## src/hdl/nfc_response_frame_receiver_assert.svh

```systemverilog
// assertion macros for the nfc response frame receiver
// depends on a clock named clk and an active-low reset named arst_n in the using module
`ifndef NFC_RESPONSE_FRAME_RECEIVER_ASSERT_SVH
`define NFC_RESPONSE_FRAME_RECEIVER_ASSERT_SVH
`ifndef SYNTHESIS
`define NFC_RX_ASSERT(lbl, prop, msg) \
	lbl: assert property (@(posedge clk) disable iff (!arst_n) (prop)) else $error(msg);
`define NFC_RX_ASSERT_IMPL(lbl, pre, post, msg) \
	lbl: assert property (@(posedge clk) disable iff (!arst_n) (pre) |-> (post)) else $error(msg);
`define NFC_RX_ASSERT_NEXT(lbl, pre, post, msg) \
	lbl: assert property (@(posedge clk) disable iff (!arst_n) (pre) |=> (post)) else $error(msg);
`else
`define NFC_RX_ASSERT(lbl, prop, msg)
`define NFC_RX_ASSERT_IMPL(lbl, pre, post, msg)
`define NFC_RX_ASSERT_NEXT(lbl, pre, post, msg)
`endif
`endif

```

## src/hdl/nfc_rx_pkg.sv

```systemverilog
// shared types, codes and the start-code search step for the frame receiver
// no dependencies
`timescale 1ns / 1ps
package nfc_rx_pkg;

	// scan phases
	localparam logic [2:0] PH_NONE = 3'd0;
	localparam logic [2:0] PH_ONE  = 3'd1;
	localparam logic [2:0] PH_TWO  = 3'd2;
	localparam logic [2:0] PH_HEAD = 3'd3;
	localparam logic [2:0] PH_BODY = 3'd4;

	// result kinds
	localparam logic [1:0] KIND_ACK  = 2'd0;
	localparam logic [1:0] KIND_DATA = 2'd1;
	localparam logic [1:0] KIND_END  = 2'd2;

	// byte values of the frame format
	localparam logic [7:0] BYTE_ZERO = 8'h00;
	localparam logic [7:0] BYTE_FF   = 8'hFF;
	localparam logic [7:0] BYTE_RESP = 8'hD7;

	// positions within a frame
	localparam logic [16:0] POS_HDR3    = 17'd3;
	localparam logic [16:0] POS_HDR4    = 17'd4;
	localparam logic [16:0] POS_LEN_HI  = 17'd6;
	localparam logic [16:0] POS_CODE    = 17'd8;
	localparam logic [16:0] POS_CMD     = 17'd9;
	localparam logic [16:0] POS_DATA    = 17'd10;
	localparam logic [16:0] OFS_DATA_END = 17'd7;
	localparam logic [16:0] OFS_FINAL   = 17'd9;
	localparam logic [15:0] MIN_PAYLOAD = 16'd2;

	// result queue geometry
	localparam int unsigned FIFO_AW = 2;
	localparam logic [FIFO_AW:0] FIFO_DEPTH = (FIFO_AW+1)'(1 << FIFO_AW);

	typedef struct packed {
		logic [1:0] kind;
		logic [7:0] data;
	} result_t;

	// one byte of the start-code search
	function automatic logic [2:0] hunt_step(input logic [2:0] ph, input logic [7:0] b);
		logic [2:0] nx;
		case (ph)
			PH_TWO: begin
				if (b == BYTE_FF) nx = PH_HEAD;
				else if (b == BYTE_ZERO) nx = PH_TWO;
				else nx = PH_NONE;
			end
			PH_ONE: begin
				nx = (b == BYTE_ZERO) ? PH_TWO : PH_NONE;
			end
			default: begin
				nx = (b == BYTE_ZERO) ? PH_ONE : PH_NONE;
			end
		endcase
		return nx;
	endfunction

endpackage

```

## src/hdl/nfc_rx_scan.sv

```systemverilog
// front part: byte scanner that finds frames, checks the response header and
// classifies each received byte; depends on nfc_rx_pkg and the assertion header
`timescale 1ns / 1ps
`include "nfc_response_frame_receiver_assert.svh"
module nfc_rx_scan import nfc_rx_pkg::*; (
	input  logic          clk,
	input  logic          arst_n,
	input  logic          accept,
	input  logic [7:0]    rx_byte,
	input  logic          cfg_wr,
	input  logic [7:0]    cfg_data,
	output logic          res_valid,
	output result_t       res
);

	logic [2:0]  phase_q, phase_d;
	logic [7:0]  win0_q, win0_d;
	logic [7:0]  win1_q, win1_d;
	logic [16:0] pos_q, pos_d;
	logic [15:0] len_q, len_d;
	logic        match_q, match_d;
	logic [7:0]  cmd_q;
	logic [2:0]  h1, h2, h3;
	logic [16:0] final_pos, data_end;

	// command register
	always_ff @(posedge clk or negedge arst_n) begin
		if (!arst_n) begin
			cmd_q <= 8'd0;
		end else if (cfg_wr) begin
			cmd_q <= cfg_data;
		end
	end

	// replay of a rejected header through the start-code search
	always_comb begin
		h1 = hunt_step(PH_NONE, win0_q);
		h2 = hunt_step(h1, win1_q);
		h3 = hunt_step(h2, rx_byte);
	end

	// frame bounds from the length field
	assign final_pos = {1'b0, len_q} + OFS_FINAL;
	assign data_end  = {1'b0, len_q} + OFS_DATA_END;

	// next state and result
	always_comb begin
		phase_d   = phase_q;
		win0_d    = win0_q;
		win1_d    = win1_q;
		pos_d     = pos_q;
		len_d     = len_q;
		match_d   = match_q;
		res_valid = 1'b0;
		res.kind  = KIND_ACK;
		res.data  = 8'd0;
		if (accept) begin
			case (phase_q)
				PH_HEAD: begin
					if (pos_q == POS_HDR3) begin
						win0_d = rx_byte;
						pos_d  = POS_HDR4;
					end else if (pos_q == POS_HDR4) begin
						win1_d = rx_byte;
						pos_d  = pos_q + 17'd1;
					end else if (win0_q == BYTE_ZERO && win1_q == BYTE_FF
							&& rx_byte == BYTE_ZERO) begin
						// acknowledge frame
						phase_d   = PH_NONE;
						pos_d     = 17'd0;
						res_valid = 1'b1;
						res.kind  = KIND_ACK;
					end else if (win0_q == BYTE_FF && win1_q == BYTE_FF) begin
						// extended frame, low length byte
						phase_d = PH_BODY;
						len_d   = {8'd0, rx_byte};
						match_d = 1'b0;
						pos_d   = POS_LEN_HI;
					end else begin
						phase_d = h3;
						pos_d   = (h3 == PH_HEAD) ? POS_HDR3 : 17'd0;
					end
				end
				PH_BODY: begin
					if (pos_q == POS_LEN_HI) begin
						len_d[15:8] = rx_byte;
					end else if (pos_q == POS_CODE) begin
						match_d = (len_q >= MIN_PAYLOAD) && (rx_byte == BYTE_RESP);
					end else if (pos_q == POS_CMD) begin
						if ({1'b0, rx_byte} != ({1'b0, cmd_q} + 9'd1)) begin
							match_d = 1'b0;
						end
					end
					// payload data after the two header bytes
					if (pos_q >= POS_DATA && pos_q <= data_end && match_q) begin
						res_valid = 1'b1;
						res.kind  = KIND_DATA;
						res.data  = rx_byte;
					end
					// final byte of the frame
					if (pos_q >= POS_CMD && pos_q == final_pos) begin
						if (match_d) begin
							res_valid = 1'b1;
							res.kind  = KIND_END;
						end
						phase_d = PH_NONE;
						pos_d   = 17'd0;
						len_d   = 16'd0;
						match_d = 1'b0;
					end else begin
						pos_d = pos_q + 17'd1;
					end
				end
				default: begin
					phase_d = hunt_step(phase_q, rx_byte);
					if (phase_d == PH_HEAD) begin
						pos_d = POS_HDR3;
					end
				end
			endcase
		end
	end

	// scanner state
	always_ff @(posedge clk or negedge arst_n) begin
		if (!arst_n) begin
			phase_q <= PH_NONE;
			pos_q   <= 17'd0;
			len_q   <= 16'd0;
			match_q <= 1'b0;
		end else begin
			phase_q <= phase_d;
			pos_q   <= pos_d;
			len_q   <= len_d;
			match_q <= match_d;
		end
	end

	// header bytes
	always_ff @(posedge clk or negedge arst_n) begin
		if (!arst_n) begin
			win0_q <= 8'd0;
			win1_q <= 8'd0;
		end else begin
			win0_q <= win0_d;
			win1_q <= win1_d;
		end
	end

	`NFC_RX_ASSERT_IMPL(a_body_pos, phase_q == PH_BODY, pos_q >= POS_LEN_HI,
		"body position below length field")
	`NFC_RX_ASSERT_IMPL(a_ack_in_head, res_valid && res.kind == KIND_ACK, phase_q == PH_HEAD,
		"acknowledge outside header")
	`NFC_RX_ASSERT_IMPL(a_data_matched, res_valid && res.kind == KIND_DATA,
		match_q && len_q >= MIN_PAYLOAD, "data from unmatched payload")

endmodule

```

## src/hdl/nfc_rx_fifo.sv

```systemverilog
// short result queue between the scanner and the output stage
// depends on nfc_rx_pkg and the assertion header
`timescale 1ns / 1ps
`include "nfc_response_frame_receiver_assert.svh"
module nfc_rx_fifo import nfc_rx_pkg::*; (
	input  logic    clk,
	input  logic    arst_n,
	input  logic    wr_en,
	input  result_t wr_data,
	output logic    full,
	input  logic    rd_en,
	output result_t rd_data,
	output logic    nonempty
);

	result_t              mem_q [FIFO_DEPTH];
	logic [FIFO_AW-1:0]   wr_ptr_q, rd_ptr_q;
	logic [FIFO_AW:0]     count_q;
	logic                 do_wr, do_rd;

	assign full     = (count_q == FIFO_DEPTH);
	assign nonempty = (count_q != '0);
	assign do_wr    = wr_en && !full;
	assign do_rd    = rd_en && nonempty;
	assign rd_data  = mem_q[rd_ptr_q];

	// storage
	always_ff @(posedge clk) begin
		if (do_wr) begin
			mem_q[wr_ptr_q] <= wr_data;
		end
	end

	// pointers and fill count
	always_ff @(posedge clk or negedge arst_n) begin
		if (!arst_n) begin
			wr_ptr_q <= '0;
			rd_ptr_q <= '0;
			count_q  <= '0;
		end else begin
			if (do_wr) wr_ptr_q <= wr_ptr_q + 1'b1;
			if (do_rd) rd_ptr_q <= rd_ptr_q + 1'b1;
			if (do_wr && !do_rd) count_q <= count_q + 1'b1;
			else if (do_rd && !do_wr) count_q <= count_q - 1'b1;
		end
	end

	`NFC_RX_ASSERT(a_count_range, count_q <= FIFO_DEPTH, "queue count above depth")
	`NFC_RX_ASSERT_NEXT(a_count_up, do_wr && !do_rd, count_q == $past(count_q) + 1'b1, "queue count missed a write")

endmodule

```

## src/hdl/nfc_rx_emit.sv

```systemverilog
// back part: output register that takes queued results and presents them
// to the consumer with their field formatting; depends on nfc_rx_pkg
`timescale 1ns / 1ps
module nfc_rx_emit import nfc_rx_pkg::*; (
	input  logic       clk,
	input  logic       arst_n,
	input  logic       q_nonempty,
	input  result_t    q_data,
	output logic       q_pop,
	output logic       empty,
	input  logic       pop,
	output logic [1:0] result_kind,
	output logic [7:0] data_byte,
	output logic       last
);

	logic    out_valid_q;
	result_t out_q;

	// refill when the held result leaves or none is held
	assign q_pop = q_nonempty && (!out_valid_q || pop);

	always_ff @(posedge clk or negedge arst_n) begin
		if (!arst_n) begin
			out_valid_q <= 1'b0;
		end else if (q_pop) begin
			out_valid_q <= 1'b1;
		end else if (pop) begin
			out_valid_q <= 1'b0;
		end
	end

	always_ff @(posedge clk) begin
		if (q_pop) begin
			out_q <= q_data;
		end
	end

	// result fields
	assign empty       = !out_valid_q;
	assign result_kind = out_q.kind;
	assign data_byte   = (out_q.kind == KIND_DATA) ? out_q.data : 8'd0;
	assign last        = (out_q.kind == KIND_END);

endmodule

```

## src/hdl/nfc_response_frame_receiver.sv

```systemverilog
// Response frame receiver: takes one received byte per cycle on push/full, finds
// frames behind the start code 00 00 FF, reports acknowledge frames, and for an
// extended frame whose payload opens with D7 and the expected command plus one
// delivers the remaining payload bytes and an end marker on empty/pop. Each byte
// is scanned in the cycle it is accepted, so a new byte can be taken every cycle
// while full is low; its result enters the queue at the edge that accepts the byte. The
// four-entry result queue behind the one-result output register sets the only
// stall: full is high while the queue holds four results, whether or not the
// consumer pops in that cycle, and a pop frees an entry from the next cycle on.
// cfg_ready is always high; write the command register only while no frame is
// in flight.
`timescale 1ns / 1ps
module nfc_response_frame_receiver import nfc_rx_pkg::*; (
	input  logic       clk,
	input  logic       arst_n,
	input  logic       push,
	output logic       full,
	input  logic [7:0] rx_byte,
	input  logic       cfg_valid,
	output logic       cfg_ready,
	input  logic [7:0] cfg_data,
	output logic       empty,
	input  logic       pop,
	output logic [1:0] result_kind,
	output logic [7:0] data_byte,
	output logic       last
);

	logic    accept;
	logic    res_valid;
	result_t res;
	logic    q_pop;
	logic    q_nonempty;
	result_t q_data;

	assign cfg_ready = 1'b1;
	assign accept    = push && !full;

	// front: scanner and classifier
	nfc_rx_scan u_scan (
		.clk       (clk),
		.arst_n    (arst_n),
		.accept    (accept),
		.rx_byte   (rx_byte),
		.cfg_wr    (cfg_valid),
		.cfg_data  (cfg_data),
		.res_valid (res_valid),
		.res       (res)
	);

	// queue between the two parts
	nfc_rx_fifo u_fifo (
		.clk      (clk),
		.arst_n   (arst_n),
		.wr_en    (res_valid),
		.wr_data  (res),
		.full     (full),
		.rd_en    (q_pop),
		.rd_data  (q_data),
		.nonempty (q_nonempty)
	);

	// back: output register
	nfc_rx_emit u_emit (
		.clk         (clk),
		.arst_n      (arst_n),
		.q_nonempty  (q_nonempty),
		.q_data      (q_data),
		.q_pop       (q_pop),
		.empty       (empty),
		.pop         (pop),
		.result_kind (result_kind),
		.data_byte   (data_byte),
		.last        (last)
	);

endmodule

```

## config.mk

```make
export PLATFORM = sky130hd
export DESIGN_NAME = nfc_response_frame_receiver
export DESIGN_NICKNAME = d
export VERILOG_FILES = /design/src/hdl/nfc_rx_pkg.sv /design/src/hdl/nfc_rx_scan.sv /design/src/hdl/nfc_rx_fifo.sv /design/src/hdl/nfc_rx_emit.sv /design/src/hdl/nfc_response_frame_receiver.sv
export VERILOG_INCLUDE_DIRS = /design/src /design/src/hdl
export SDC_FILE = /design/constraint.sdc
export NUM_CORES = 1
export LEC_CHECK = 0
export BUFFER_PORTS_ARGS = -buffer_cell sky130_fd_sc_hd__buf_4
export CORE_MARGIN = 1.5
export CORE_UTILIZATION = 46
export CTS_BUF_LIST = sky130_fd_sc_hd__clkbuf_16
export DETAILED_ROUTE_END_ITERATION = 10
export GPL_TIMING_DRIVEN = 0
export MAX_ROUTING_LAYER = met4
export SYNTH_ARGS = -nofsm -noshare
export SYNTH_HDL_FRONTEND = slang
export SYNTH_SLANG_ARGS = --single-unit
```

## constraint.sdc

```tcl
create_clock -name clk -period 6.4 [get_ports clk]
set_clock_uncertainty 0.15 [all_clocks]
set_input_delay 1.92 -clock clk [delete_from_list [all_inputs] [get_ports clk]]
set_output_delay 1.92 -clock clk [all_outputs]
set_load 0.02 [all_outputs]
```

==> Word level (Yosys, flattened, before mapping) <==
Memory sizes are Yosys's and may differ from the RTL's. A register that Yosys moved wholly into a read port is not among the register bits.
Cells that the tools add are included.
{ "classes": {"add_sub_neg": 8, "magnitude_cmp": 4, "eq_ne": 30, "mux": 66, "n_bitwise": 1, "reduce_logical": 34} }
{ "ops": {"columns": ["operator", "count"], "rows": [
  ["$mux 17", 6],
  ["$mux 16", 5],
  ["$eq 17x3->1 const B", 2],
  ["$eq 17x4->1 const B", 2],
  ["$ge 17x4->1 const B", 2],
  ["$pmux 17 s2", 1],
  ["$mux 3", 11],
  ["$eq 8x8->1 const B", 4],
  ["$pmux 16 s2", 1],
  ["$mux 1", 25],
  ["$logic_not 8->1", 3],
  ["$mux 8", 3],
  ["$pmux 3 s2", 4],
  ["$eq 3x2->1 const B", 6],
  ["$add 16x3->17 const B", 1],
  ["$add 16x4->17 const B", 1],
  ["$add 17x1->17 const B", 1],
  ["$eq 17x17->1", 1],
  ["$eq 17x2->1 const B", 1],
  ["$le 17x17->1", 1],
  ["$ge 16x2->1 const B", 1],
  ["$reduce_and 7->1", 2],
  ["$logic_and 1x1->1", 13],
  ["$mux 2", 6],
  ["other kinds (25)", 40]
]} }
{ "totals": {"register_bits": 69, "mem_bits_rw": 40, "in_bits": 21, "out_inout_bits": 14, "word_cells": 156, "mem_count": 1} }
{ "mem_list": {"columns": ["memory", "depth", "word_bits", "read_ports", "rd_ports_with_merged_regs", "write_ports", "line_no", "text"], "rows": [
  ["u_fifo.mem_q", 4, 10, 1, 1, 1, "nfc_rx_fifo.sv:16", "result_t mem_q [FIFO_DEPTH];"]
]} }

==> Longest topological paths before layout <==
Gate-level depths: netlist of run 1.
{ "depth": {"word_depth": 17, "ltp_mapped": 21, "mapped_depth_nobuf": 21} }

==> Hierarchy <==
Synthesis of run 1 repeated with hierarchy kept, for this count alone.
{ "unflattened": {"cells_unflattened": 688, "hier_area_um2": 7298.2} }
{ "modules_own_cells": {"columns": ["module", "n_inst", "cells_each", "area_per_inst_um2", "seq_area_each_um2"], "rows": [
  ["nfc_rx_scan", 1, 570, 4971.0, 1526.5],
  ["nfc_rx_fifo", 1, 88, 1868.0, 1376.3],
  ["nfc_rx_emit", 1, 27, 434.2, 325.3],
  ["nfc_response_frame_receiver", 1, 3, 25.0, 0.0]
]} }

==> Worst setup path before layout of run 1 <==
Ideal clock, no wire load.
{ "synth_path": {"path_kind": "input to register", "from": "in rx_byte[4]", "to": "reg u_fifo.count_q[2]", "setup_ps": 79, "arrival_time_ps": 4552, "required_time_ps": 6171, "path_slack_ps": 1619, "path_stages": 14, "n_path_buf": 1, "path_cell_list": "clkbuf_1 > nor2b_1 > a21oi_1 > o221ai_1 > nor4_1 > a31oi_1 > o211a_1 > nor3b_2 > ha_1 > inv_1 > fa_1 > xor2_1 > nor2_1 > xor2_1"} }
{ "synth_between": {"elab_chain_cells": 15, "elab_cells_between_ends": 24, "cone_classes": "eq/ne (2); mux (14); reduce/logical (8)"} }
{ "synth_rtl": {"columns": ["element", "line_no", "text"], "rows": [
  ["start: declaration", "nfc_response_frame_receiver.sv:18", "input logic [7:0] rx_byte,"],
  ["$ne 8x9->1", "nfc_rx_scan.sv:90", "if ({1'b0, rx_byte} != ({1'b0, cmd_q} + 9'd1)) begin"],
  ["$mux 1", "nfc_rx_scan.sv:90", null],
  ["$mux 1", "nfc_rx_scan.sv:89", "end else if (pos_q == POS_CMD) begin"],
  ["$mux 1", "nfc_rx_scan.sv:87", "end else if (pos_q == POS_CODE) begin"],
  ["$mux 1", "nfc_rx_scan.sv:85", "if (pos_q == POS_LEN_HI) begin"],
  ["$mux 1", "nfc_rx_scan.sv:58", "case (phase_q)"],
  ["$mux 1", "nfc_rx_scan.sv:57", "if (accept) begin"],
  ["$mux 1", "nfc_rx_scan.sv:102", "if (match_d) begin"],
  ["$mux 1", "nfc_rx_scan.sv:101", "if (pos_q >= POS_CMD && pos_q == final_pos) begin"],
  ["$pmux 1 s2 (*)", "nfc_rx_scan.sv:58", null],
  ["$mux 1 (*)", "nfc_rx_scan.sv:57", null],
  ["$logic_and 1x1->1 (*)", "nfc_rx_fifo.sv:23", "assign do_wr = wr_en && !full;"],
  ["via u_fifo.do_wr", "nfc_rx_fifo.sv:19", "logic do_wr, do_rd;"],
  ["$logic_not 1->1", "nfc_rx_fifo.sv:44", "else if (do_rd && !do_wr) count_q <= count_q - 1'b1;"],
  ["$logic_and 1x1->1", "nfc_rx_fifo.sv:44", null],
  ["$reduce_bool 2->1 (no source line)", null, null],
  ["end signal: assignment", "nfc_rx_fifo.sv:43", "if (do_wr && !do_rd) count_q <= count_q + 1'b1;"],
  ["end signal: assignment", "nfc_rx_fifo.sv:44", null],
  ["end: declaration", "nfc_rx_fifo.sv:18", "logic [FIFO_AW:0] count_q;"]
]} }
Mark *: on every way through the listed nets, which the timed path passes. The rest lies on a longest branch. The select of a mux whose other input is x is not followed.
A chain may end at the register's enable or synchronous reset.

==> Worst setup path after layout of run 1 <==
{ "layout_path": {"from": "reg u_scan.len_q[3]", "to": "reg u_fifo.count_q[2]"} }
{ "layout_between": {"elab_chain_cells": 14, "elab_cells_between_ends": 24, "cone_classes": "add/sub (2); order compare (2); eq/ne (1); mux (10); reduce/logical (9)"} }
{ "layout_rtl": {"columns": ["element", "line_no", "text"], "rows": [
  ["start: declaration", "nfc_rx_scan.sv:20", "logic [15:0] len_q, len_d;"],
  ["start signal: assignment", "nfc_rx_scan.sv:134", "len_q <= len_d;"],
  ["parallel branches: the longest is 7 deep, another holds $add 16x3->17", null, null],
  ["$mux 1 (*)", "nfc_rx_scan.sv:101", null],
  ["$pmux 1 s2 (*)", "nfc_rx_scan.sv:58", null],
  ["$mux 1 (*)", "nfc_rx_scan.sv:57", null],
  ["$logic_and 1x1->1 (*)", "nfc_rx_fifo.sv:23", null],
  ["via u_fifo.do_wr", "nfc_rx_fifo.sv:19", null],
  ["$logic_not 1->1", "nfc_rx_fifo.sv:44", null],
  ["$logic_and 1x1->1", "nfc_rx_fifo.sv:44", null],
  ["$reduce_bool 2->1 (no source line)", null, null]
]} }
Mark *: on every way through the listed nets, which the timed path passes. The select of a mux whose other input is x is not followed.

==> metrics, run 1 <==
setup TNS=0 ns; via count=5,307; number of port buffers=26; initial antenna violation count=0; Max Slew Vio Count=0; P_leak=0.00328 µW; CTS clock-pin slew for the worst setup and hold paths=0.05 ns; Clk Latency, worst-skew pair=0.42 ns; RePlAce Congestion=0.952; leading cell types in the layout, fill and taps excluded=dfrtp_1 (69), edfxtp_1 (50), nand2_1 (47); routed wire length=17,100 µm; Max-Cap Viols=0; power per cell area=238 nW/µm²; minimum clock period=5.11 ns; asr flop ratio synth=58.0%; Synth Warn #=0; Most Used Layer, Global Route=met2; Clock Path Buffers=2; Worst Tran Pin Value=1.21 ns; hold crit path type=reg2reg; sequential share of the synthesized area=44.5%; Congestion Overflow GR=0; DR iter-0 viols=511; drt via density=5.67; Layout area overhead=14.0%; Initial Util=47.3%; most common cell after layout, fill and taps aside=dfrtp_1; FF+latch count, synth=119; Root Driver=clkbuf_16; Core ar.=15,300 µm²; postcts setup bufs=0; power after layout=1960 µW; Main synth FF type=dfrtp_1; startpoint type of the worst setup path=flop; number of synthesized flops with an enable pin=50; Global Route Usage Sum=22.9%; drt wl/cell=18.3 µm; DPL Wire Length=12,500 µm; # setup viols final=0; Post-Syn Area=7250 µm²; largest net degree at the start of global routing=70; first-pass GRT wire length=27,800 µm; unrepaired setup endpoints after global routing=no; Synth cell types=82; layout cells sized above 1=19.7%; fin crit share=79.8%; required time of the critical path=6.59 ns; die area=16,500 µm²; syn_nets=720; H-tree levels=4; Worst IR Drop VDD=0.163 mV; Cells after Synth=667; GR Util met2=36.1%; met1 Track Usage GR=30.5%; 1st-pass router iterations=5; final hold vios=0; Data arrival, critical path=5.30 ns; clk sinks=119; diode count=0; vias in the first global route=5,139; CTS Buf Count=17; FMAX=196 MHz; num rows=45; status=complete, no violations; Slew headroom=19.3%; met3 Use GR=3.87%; clock tree from TritonCTS=done; die height=129 µm; Post-CTS Resized=0; worst-path fanout max=7; Die W=129 µm; Worst Setup End Kind=flop; drc violations=0; CTS hold repair buffers=0; Setup Crit Path Kind=reg2reg; Avg Cell Area, Syn=10.9 µm²; final net count=765; number of routed nets with antenna violations=0; I/O Pins=35
-- sequential cells by signal, indices dropped and copies added (netlist names), 2 cells and up --
register and flops:
u_fifo.mem_q 40, u_scan.len_q 16, u_emit.out_q 8, u_scan.win0_q 8, u_fifo.count_q 3, u_scan.phase_q 3
u_scan.cmd_q 8, u_scan.pos_q 17, u_fifo.rd_ptr_q 2, u_emit.result_kind 2, u_scan.win1_q 8, u_fifo.wr_ptr_q 2
-- cell families (layout without fill, tap and decap cells) --
group / Yosys count / count (layout) / synth area share, %
compound gates: 120 / 120 / 12.1
xor+xnor: 48 / 48 / 5.80
fa+ha+maj: 32 / 32 / 5.63
buf+inv: 67 / 125 / 4.89
flops: 119 / 119 / 44.5
mux: 45 / 45 / 8.51
other cells: 1 / 1 / 0.0517
simple gates: 235 / 235 / 18.5
-- cell type report --
cell class | instances | area [µm²]
fill | 1390 | 7060
inverter | 26 | 97.6
clock inverter | 15 | 128
timing repair buffer | 26 | 195
sequential | 119 | 3230
tap | 211 | 264
clock buffer | 17 | 425
buffer | 41 | 256
multi-input combinational | 481 | 3660
-- report_power, final --
part	internal, µW	total, µW	switching, µW
Sequential	822	852	29.6
Combinational	90.7	209	118
Clock	533	904	371
Total	1450	1960	518
-- critical path, stage by stage (launching register included) --
cell and delay, ns:
dfrtp_1 0.31, buf_2 0.20, inv_1 0.11, or3_1 0.46, nor3_1 0.40, and3_1 0.25
nand3_1 0.09, xor2_1 0.15, ha_1 0.30, nand4_1 0.12, nor4_1 0.38, o221a_2 0.24
o41ai_1 0.11, o211a_1 0.17, nor3b_2 0.40, ha_1 0.26, inv_1 0.07, fa_1 0.42
xor2_1 0.17, nor2_1 0.11, xor2_1 0.14
-- Yosys cell counts (3+ instances only) --
cell	number	share of area, %
nand2b_1	3	0.26
a21o_1	13	1.3
nand3_1	23	1.6
mux2i_1	8	1.1
nor3_1	15	1.0
a22o_1	7	0.85
nand4_1	16	1.4
a31oi_1	7	0.60
clkbuf_1	15	0.78
buf_4	4	0.41
xor2_1	14	1.7
nor4_1	23	2.0
ha_1	31	5.4
nand2_1	47	2.4
or3_1	11	0.95
buf_6	10	1.6
dfrtp_1	69	24
buf_2	7	0.48
nor2_1	28	1.5
o31ai_1	3	0.31
mux4_2	10	3.1
xnor2_1	34	4.1
a21oi_1	19	1.3
o21ai_0	32	2.2
o211ai_1	6	0.62
clkbuf_2	3	0.21
a211oi_1	3	0.31
mux2_2	25	3.9
inv_1	25	1.3
nor2b_1	9	0.78
nor3b_1	6	0.62
edfxtp_1	50	21
and2_1	21	1.8
and3_1	11	0.95
-- through the flow --
stage	utilization, %	setup slack (ns)	instance area, µm²	hold WS [ns]	instances
after floorplan	-	1.62	7250	0.306	667
after global placement	50.3	1.09	7710	0.323	904
after detailed placement	50.3	1.05	7710	0.328	904
after CTS	53.9	1.29	8260	0.339	936
after global routing	53.9	0.960	8260	0.357	936
final	53.9	1.29	8260	0.337	936
-- worst paths after layout --
path                       slack [ns]                end         startpoint  cells after the start
setup / recovery                 1.29  u_fifo.count_q[2]    u_scan.len_q[3]                     20
hold / removal                   0.34  u_fifo.count_q[2]  u_fifo.count_q[2]                      1
setup reg to reg                 1.29  u_fifo.count_q[2]    u_scan.len_q[3]                     20
hold reg to reg                  0.34  u_fifo.count_q[2]  u_fifo.count_q[2]                      1
max in group asynchronous        4.02   u_scan.win1_q[4]             arst_n                      1
min in group asynchronous        1.47    u_scan.pos_q[6]             arst_n                      1
-- layer usage --
metal,part of all wire [%],up-vias,wire [µm]
met5,0,-,0
met4,2.0,0,338
met3,4.1,28,699
met2,47,142,8010
met1,47,2584,8050
li1,-,2553,-
No activity file was read; power rests on OpenSTA's default activity.
==> run 2: changes to the inputs <==
- clock period: 6.4 -> 4.74 ns (I/O delays scaled with it)
==> metrics, run 2 (synthesized netlist as in run 1, its figures left out) <==
leading cell types in the layout, fill and taps excluded=dfrtp_1 (67), edfxtp_1 (50), nand2_1 (47); total of fill cells in the finished design=1,382 (-0.58%); DR iter-0 viols=523 (+2.3%); startpoint type of the worst setup path=flop; family with the most delay on the worst path=simple AND/OR/NAND/NOR gates; number of port buffers=26 (unchanged); Clock Path Buffers=2 (unchanged); via count=5,368 (+1.1%); setup TNS=0 ns (unchanged); # setup viols final=0 (unchanged); die area=16,500 µm² (unchanged); Largest regs=u_fifo.mem_q: 40 flops, u_scan.pos_q: 17 flops, u_scan.len_q: 16 flops; power per cell area=319 nW/µm² (+34%); drt via density=5.72 (+0.93%); worst reg-to-reg path cell count=20 (unchanged); Layout area overhead=14.8%; Die W=129 µm (unchanged); clock tree from TritonCTS=done; vias in the first global route=5,142 (+0.058%); Global Route Usage Sum=23.0% (+0.065 points); 1st-pass router iterations=5 (unchanged); drc violations=0 (unchanged); hold_ws=0.337 ns (+0.00000300 ns); CTS clock-pin slew for the worst setup and hold paths=0.05 ns (about the same); diode count=0 (unchanged); FF-to-FF setup slack=0.24 ns (-1.06 ns); number of routed nets with antenna violations=0 (unchanged); Worst IR Drop VDD=0.220 mV (+35%); WL met1=8050 µm (unchanged); most common cell after layout, fill and taps aside=dfrtp_1; Worst path slowest cell=or3_4; Setup Crit Path Kind=reg2reg; worst slack at placement=-0.365 ns (-1.41 ns); Slew headroom=19.5% (+0.19 points); I/O Pins=35 (unchanged); minimum clock period=4.50 ns (-0.604 ns); layout cells sized above 1=21.0% (+1.3 points); wire length on met3=738 µm (+5.6%); DPL Wire Length=12,500 µm (unchanged); setup ws final=0.238 ns (-1.06 ns); largest net degree at the start of global routing=70 (unchanged); register area=3230 µm² (about the same); Data arrival, critical path=4.70 ns (-0.60 ns); most frequent CP cell=xor2_1; Top Metal Used=met4; Initial Util=47.3% (unchanged); CP bufs+invs=3 (unchanged); drt wl/cell=18.3 µm (+0.34%); max reg flops=40 (unchanged); Max Slew Vio Count=0 (unchanged); Root Driver=clkbuf_16; Worst Tran Pin Value=1.21 ns (-0.00283 ns); final net count=767 (+0.26%); initial antenna violation count=0 (unchanged); CTS Buf Count=17 (unchanged); power after layout=2650 µW (+35%); Max-Cap Viols=0 (unchanged); clk sinks=119 (unchanged); P_leak=0.00332 µW (+1.1%); required time of the critical path=4.93 ns (-1.66 ns); fin crit share=95.0% (+15 points); final hold vios=0 (unchanged); status=complete, no violations; worst-path fanout max=7 (unchanged); Hold Path Cell Cnt=1 (unchanged); first-pass GRT wire length=27,900 µm (+0.20%); met2 WL=8060 µm (+0.64%); CP max stage delay=0.44 ns (-0.02 ns); H-tree levels=4 (unchanged); FMAX=222 MHz (+13%); num rows=45 (unchanged); RePlAce Congestion=0.952 (unchanged); hold crit path type=reg2reg; stages on the worst setup path=20 (unchanged); Core ar.=15,300 µm² (unchanged); Worst Setup End Kind=flop; Congestion Overflow GR=0 (unchanged); Clk Latency, worst-skew pair=0.43 ns (about the same); die height=129 µm (unchanged); routed wire length=17,200 µm (+0.55%); crit path cell chain=buf_2, inv_1, or3_4, nor3_4, and3_1, nand3_1, xor2_1, ha_1, nand4_1, nor4_2, o221a_2, o41ai_2, o211a_1, nor3b_4, ha_1, inv_1, fa_1, xor2_1, nor2_1, xor2_1; multi-input logic area=3710 µm² (+1.2%); Reg with most FFs=u_fifo.mem_q
-- run 2: cell types whose count changed in the layout (fill, tap and decap cells not counted), sizes merged --
cell,change
buf,+2
-- run 2: where the power goes --
part	leakage [µW]	total (µW)	switching (µW)	internal, µW
sequential	0.00121	1150	40.0	1110
clock	0.000259	1220	502	720
combinational	0.00185	282	160	122
-- run 2: metrics by stage --
stage               utilization (%)  std cells  instance area [µm²]
finish                         54.3        938                 8320
global route                   54.3        938                 8320
CTS                            54.1        937                 8290
detailed placement             50.3        904                 7710
global placement               50.3        904                 7710
floorplan                         -        667                 7250
-- run 2: repair_timing --
item	CTS	global route
pin swaps	2	1
buffers inserted	1	1
hold buffers	0	0
gates resized for setup	5	6
gates cloned	0	0
setup endpoints to repair	42	40
endpoints found under the hold margin	0	0
-- run 2: cell type report --
cell class	count	area share [%]
clock inverters	15	1.53
multi-input cells	481	44.6
inverters	26	1.17
well taps	211	3.17
flip-flops and latches	119	38.8
repair buffers	28	2.53
clock buffers	17	5.11
plain buffers	41	3.08
-- run 2: per-layer routing --
| layer | vias up | GRT usage [%] |
|---|---|---|
| li1 | 2559 | - |
| met4 | 0 | 7.34 |
| met3 | 27 | 3.87 |
| met5 | - | - |
| met1 | 2638 | 30.6 |
| met2 | 144 | 36.2 |
-- run 2: worst paths after layout --
kind | startpoint | to
setup / recovery | u_scan.len_q[3] | u_fifo.count_q[2]
hold / removal | u_fifo.count_q[2] | u_fifo.count_q[2]
setup reg to reg | u_scan.len_q[3] | u_fifo.count_q[2]
hold reg to reg | u_fifo.count_q[2] | u_fifo.count_q[2]
max in group asynchronous | arst_n | u_scan.len_q[0]
min in group asynchronous | arst_n | u_scan.pos_q[6]
==> run 3: changes to the inputs <==
- CORE_ASPECT_RATIO: default -> 1.25
==> metrics, run 3 (synthesized netlist as in run 1, its figures left out) <==
power per cell area=317 nW/µm² (-0.53%); first-pass GRT wire length=28,700 µm (+3.0%); minimum clock period=4.57 ns (+0.0632 ns); Most Used Layer, Global Route=met2; DPL Wire Length=12,800 µm (+2.4%); drt wl/cell=18.7 µm (+2.1%); Setup Crit Path Kind=reg2reg; Max-Cap Viols=0 (unchanged); most common cell after layout, fill and taps aside=dfrtp_1; Worst Min Path Start=u_fifo.count_q[2]; met1 Track Usage GR=29.0% (-1.6 points); num rows=51 (+13%); Layout area overhead=17.9%; Data arrival, critical path=4.75 ns (+0.05 ns); Slew headroom=20.1% (+0.62 points); largest net degree at the start of global routing=70 (unchanged); worst reg-to-reg path cell count=19 (-5.0%); startpoint type of the worst setup path=flop; final hold vios=0 (unchanged); Hold Path Cell Cnt=1 (unchanged); number of routed nets with antenna violations=0 (unchanged); FF-to-FF setup slack=0.17 ns (-0.06 ns); total of fill cells in the finished design=1,367 (-1.1%); number of port buffers=26 (unchanged); Worst Tran Pin Value=1.20 ns (-0.00931 ns); vias in the first global route=5,498 (+6.9%); routed wire length=17,900 µm (+3.9%); multi-input logic area=3770 µm² (+1.6%); Core ar.=15,500 µm² (+1.2%); fin crit share=96.3% (+1.3 points); post-route cell area=8540 µm² (+2.6%); P_leak=0.00342 µW (+3.0%); GR Util met2=39.2% (+3.0 points); Initial Util=46.7% (-0.58 points); worst slack at placement=-0.613 ns (-0.249 ns); met3 Use GR=4.60% (+0.73 points); layout cells sized above 1=24.1% (+3.1 points); worst-path fanout max=4 (-3); Global Route Usage Sum=23.7% (+0.71 points); drc violations=0 (unchanged); # setup viols final=0 (unchanged); I/O Pins=35 (unchanged); initial antenna violation count=0 (unchanged); DP Area=7710 µm² (about the same); Congestion Overflow GR=0 (unchanged); diode count=0 (unchanged); Die W=115 µm (-10%); final net count=782 (+2.0%); Hold EP=u_fifo.count_q[2]; die area=16,500 µm² (about the same); Reg with most FFs=u_fifo.mem_q; die height=143 µm (+12%); 1st-pass router iterations=5 (unchanged); Worst Setup End Kind=flop; H-tree levels=4 (unchanged); register area=3230 µm² (unchanged); Clock Path Buffers=2 (unchanged); CTS clock-pin slew for the worst setup and hold paths=0.05 ns (about the same); worst reg2reg startpoint=u_scan.len_q[0]; leading cell types in the layout, fill and taps excluded=dfrtp_1 (67), edfxtp_1 (50), buf_4 (47), nand2_1 (47), xnor2_1 (34); hold crit path type=reg2reg; CTS hold repair buffers=0 (unchanged); CTS Buf Count=17 (unchanged); Worst IR Drop VDD=0.163 mV (-26%); drt via density=5.74 (+0.30%); required time of the critical path=4.93 ns (about the same); FMAX=219 MHz (-1.4%); Root Driver=clkbuf_16; status=complete, no violations; worst reg2reg endpoint=u_fifo.count_q[2]; via count=5,476 (+2.0%); Largest regs=u_fifo.mem_q: 40 flops, u_scan.pos_q: 17 flops, u_scan.len_q: 16 flops; Max Slew Vio Count=0 (unchanged); DR iter-0 viols=312 (-40%); clock tree from TritonCTS=done; RePlAce Congestion=0.876 (-8.0%); Clk Latency, worst-skew pair=0.42 ns (about the same); clk sinks=119 (unchanged); setup ws final=0.175 ns (-0.0632 ns); max reg flops=40 (unchanged)
## run 3: worst max-delay path by stage
stage / startpoint / endpoint / slack, ns / cells after the start
after floorplan: u_scan.len_q[3] / u_fifo.count_q[2] / 0.20 / 20
after CTS: u_scan.len_q[0] / u_fifo.count_q[2] / -0.06 / 19
after global placement: u_scan.len_q[0] / u_fifo.count_q[2] / -0.57 / 19
after global routing: u_scan.len_q[0] / u_fifo.count_q[2] / -0.008 / 19
after detailed placement: u_scan.len_q[0] / u_fifo.count_q[2] / -0.61 / 19
final: u_scan.len_q[0] / u_fifo.count_q[2] / 0.17 / 19
## run 3: critical path: stages, from the launching register on
cell     delay (ns)
dfrtp_2        0.38
inv_2          0.07
ha_2           0.20
inv_2          0.07
o21ai_4        0.08
or3_4          0.36
or3_4          0.41
ha_4           0.27
nand4_1        0.23
nor4_4         0.36
o221a_2        0.25
o41ai_4        0.09
o211a_1        0.18
nor3b_4        0.26
ha_2           0.23
inv_1          0.06
fa_2           0.38
xor2_1         0.16
nor2_1         0.13
xor2_1         0.14
## run 3: timing repair
action / CTS / global route
pin swaps: 3 / 11
setup buffers: 1 / 16
endpoints found under the setup margin: 42 / 42
hold endpoints to repair: 0 / 0
gates resized for setup: 9 / 19
## run 3: power breakdown
group	internal (µW)	leakage, µW	switching (µW)
Clock	785	0.000296	482
Combinational	125	0.00191	167
Sequential	1110	0.00121	39.7
## run 3: cell type report
type                            count  share of cell area (%)
Buffer                             41                    3.08
Multi-Input combinational cell    481                    44.1
Clock inverter                     13                    1.38
Clock buffer                       19                    5.57
Sequential cell                   119                    37.8
Tap cell                          212                    3.11
Timing Repair Buffer               43                    3.78
Inverter                           26                    1.17
## run 3: metrics by stage
stage / TNS [ns] / cells / hold slack (ns) / utilization, % / power (µW)
floorplan: 0 / 667 / 0.306 / - / 1370
global placement: -10.09 / 905 / 0.330 / 49.7 / 1450
detailed placement: -10.85 / 905 / 0.343 / 49.7 / 1470
CTS: -0.0569 / 938 / 0.346 / 53.8 / 2730
global route: -0.00766 / 954 / 0.362 / 55.1 / 2820
finish: 0 / 954 / 0.341 / 55.1 / 2710
## run 3: per-layer routing
metal,vias up,part of all wire (%)
li1,2594,-
met1,2734,44
met2,122,51
met3,26,3.5
met4,0,1.9
met5,-,0
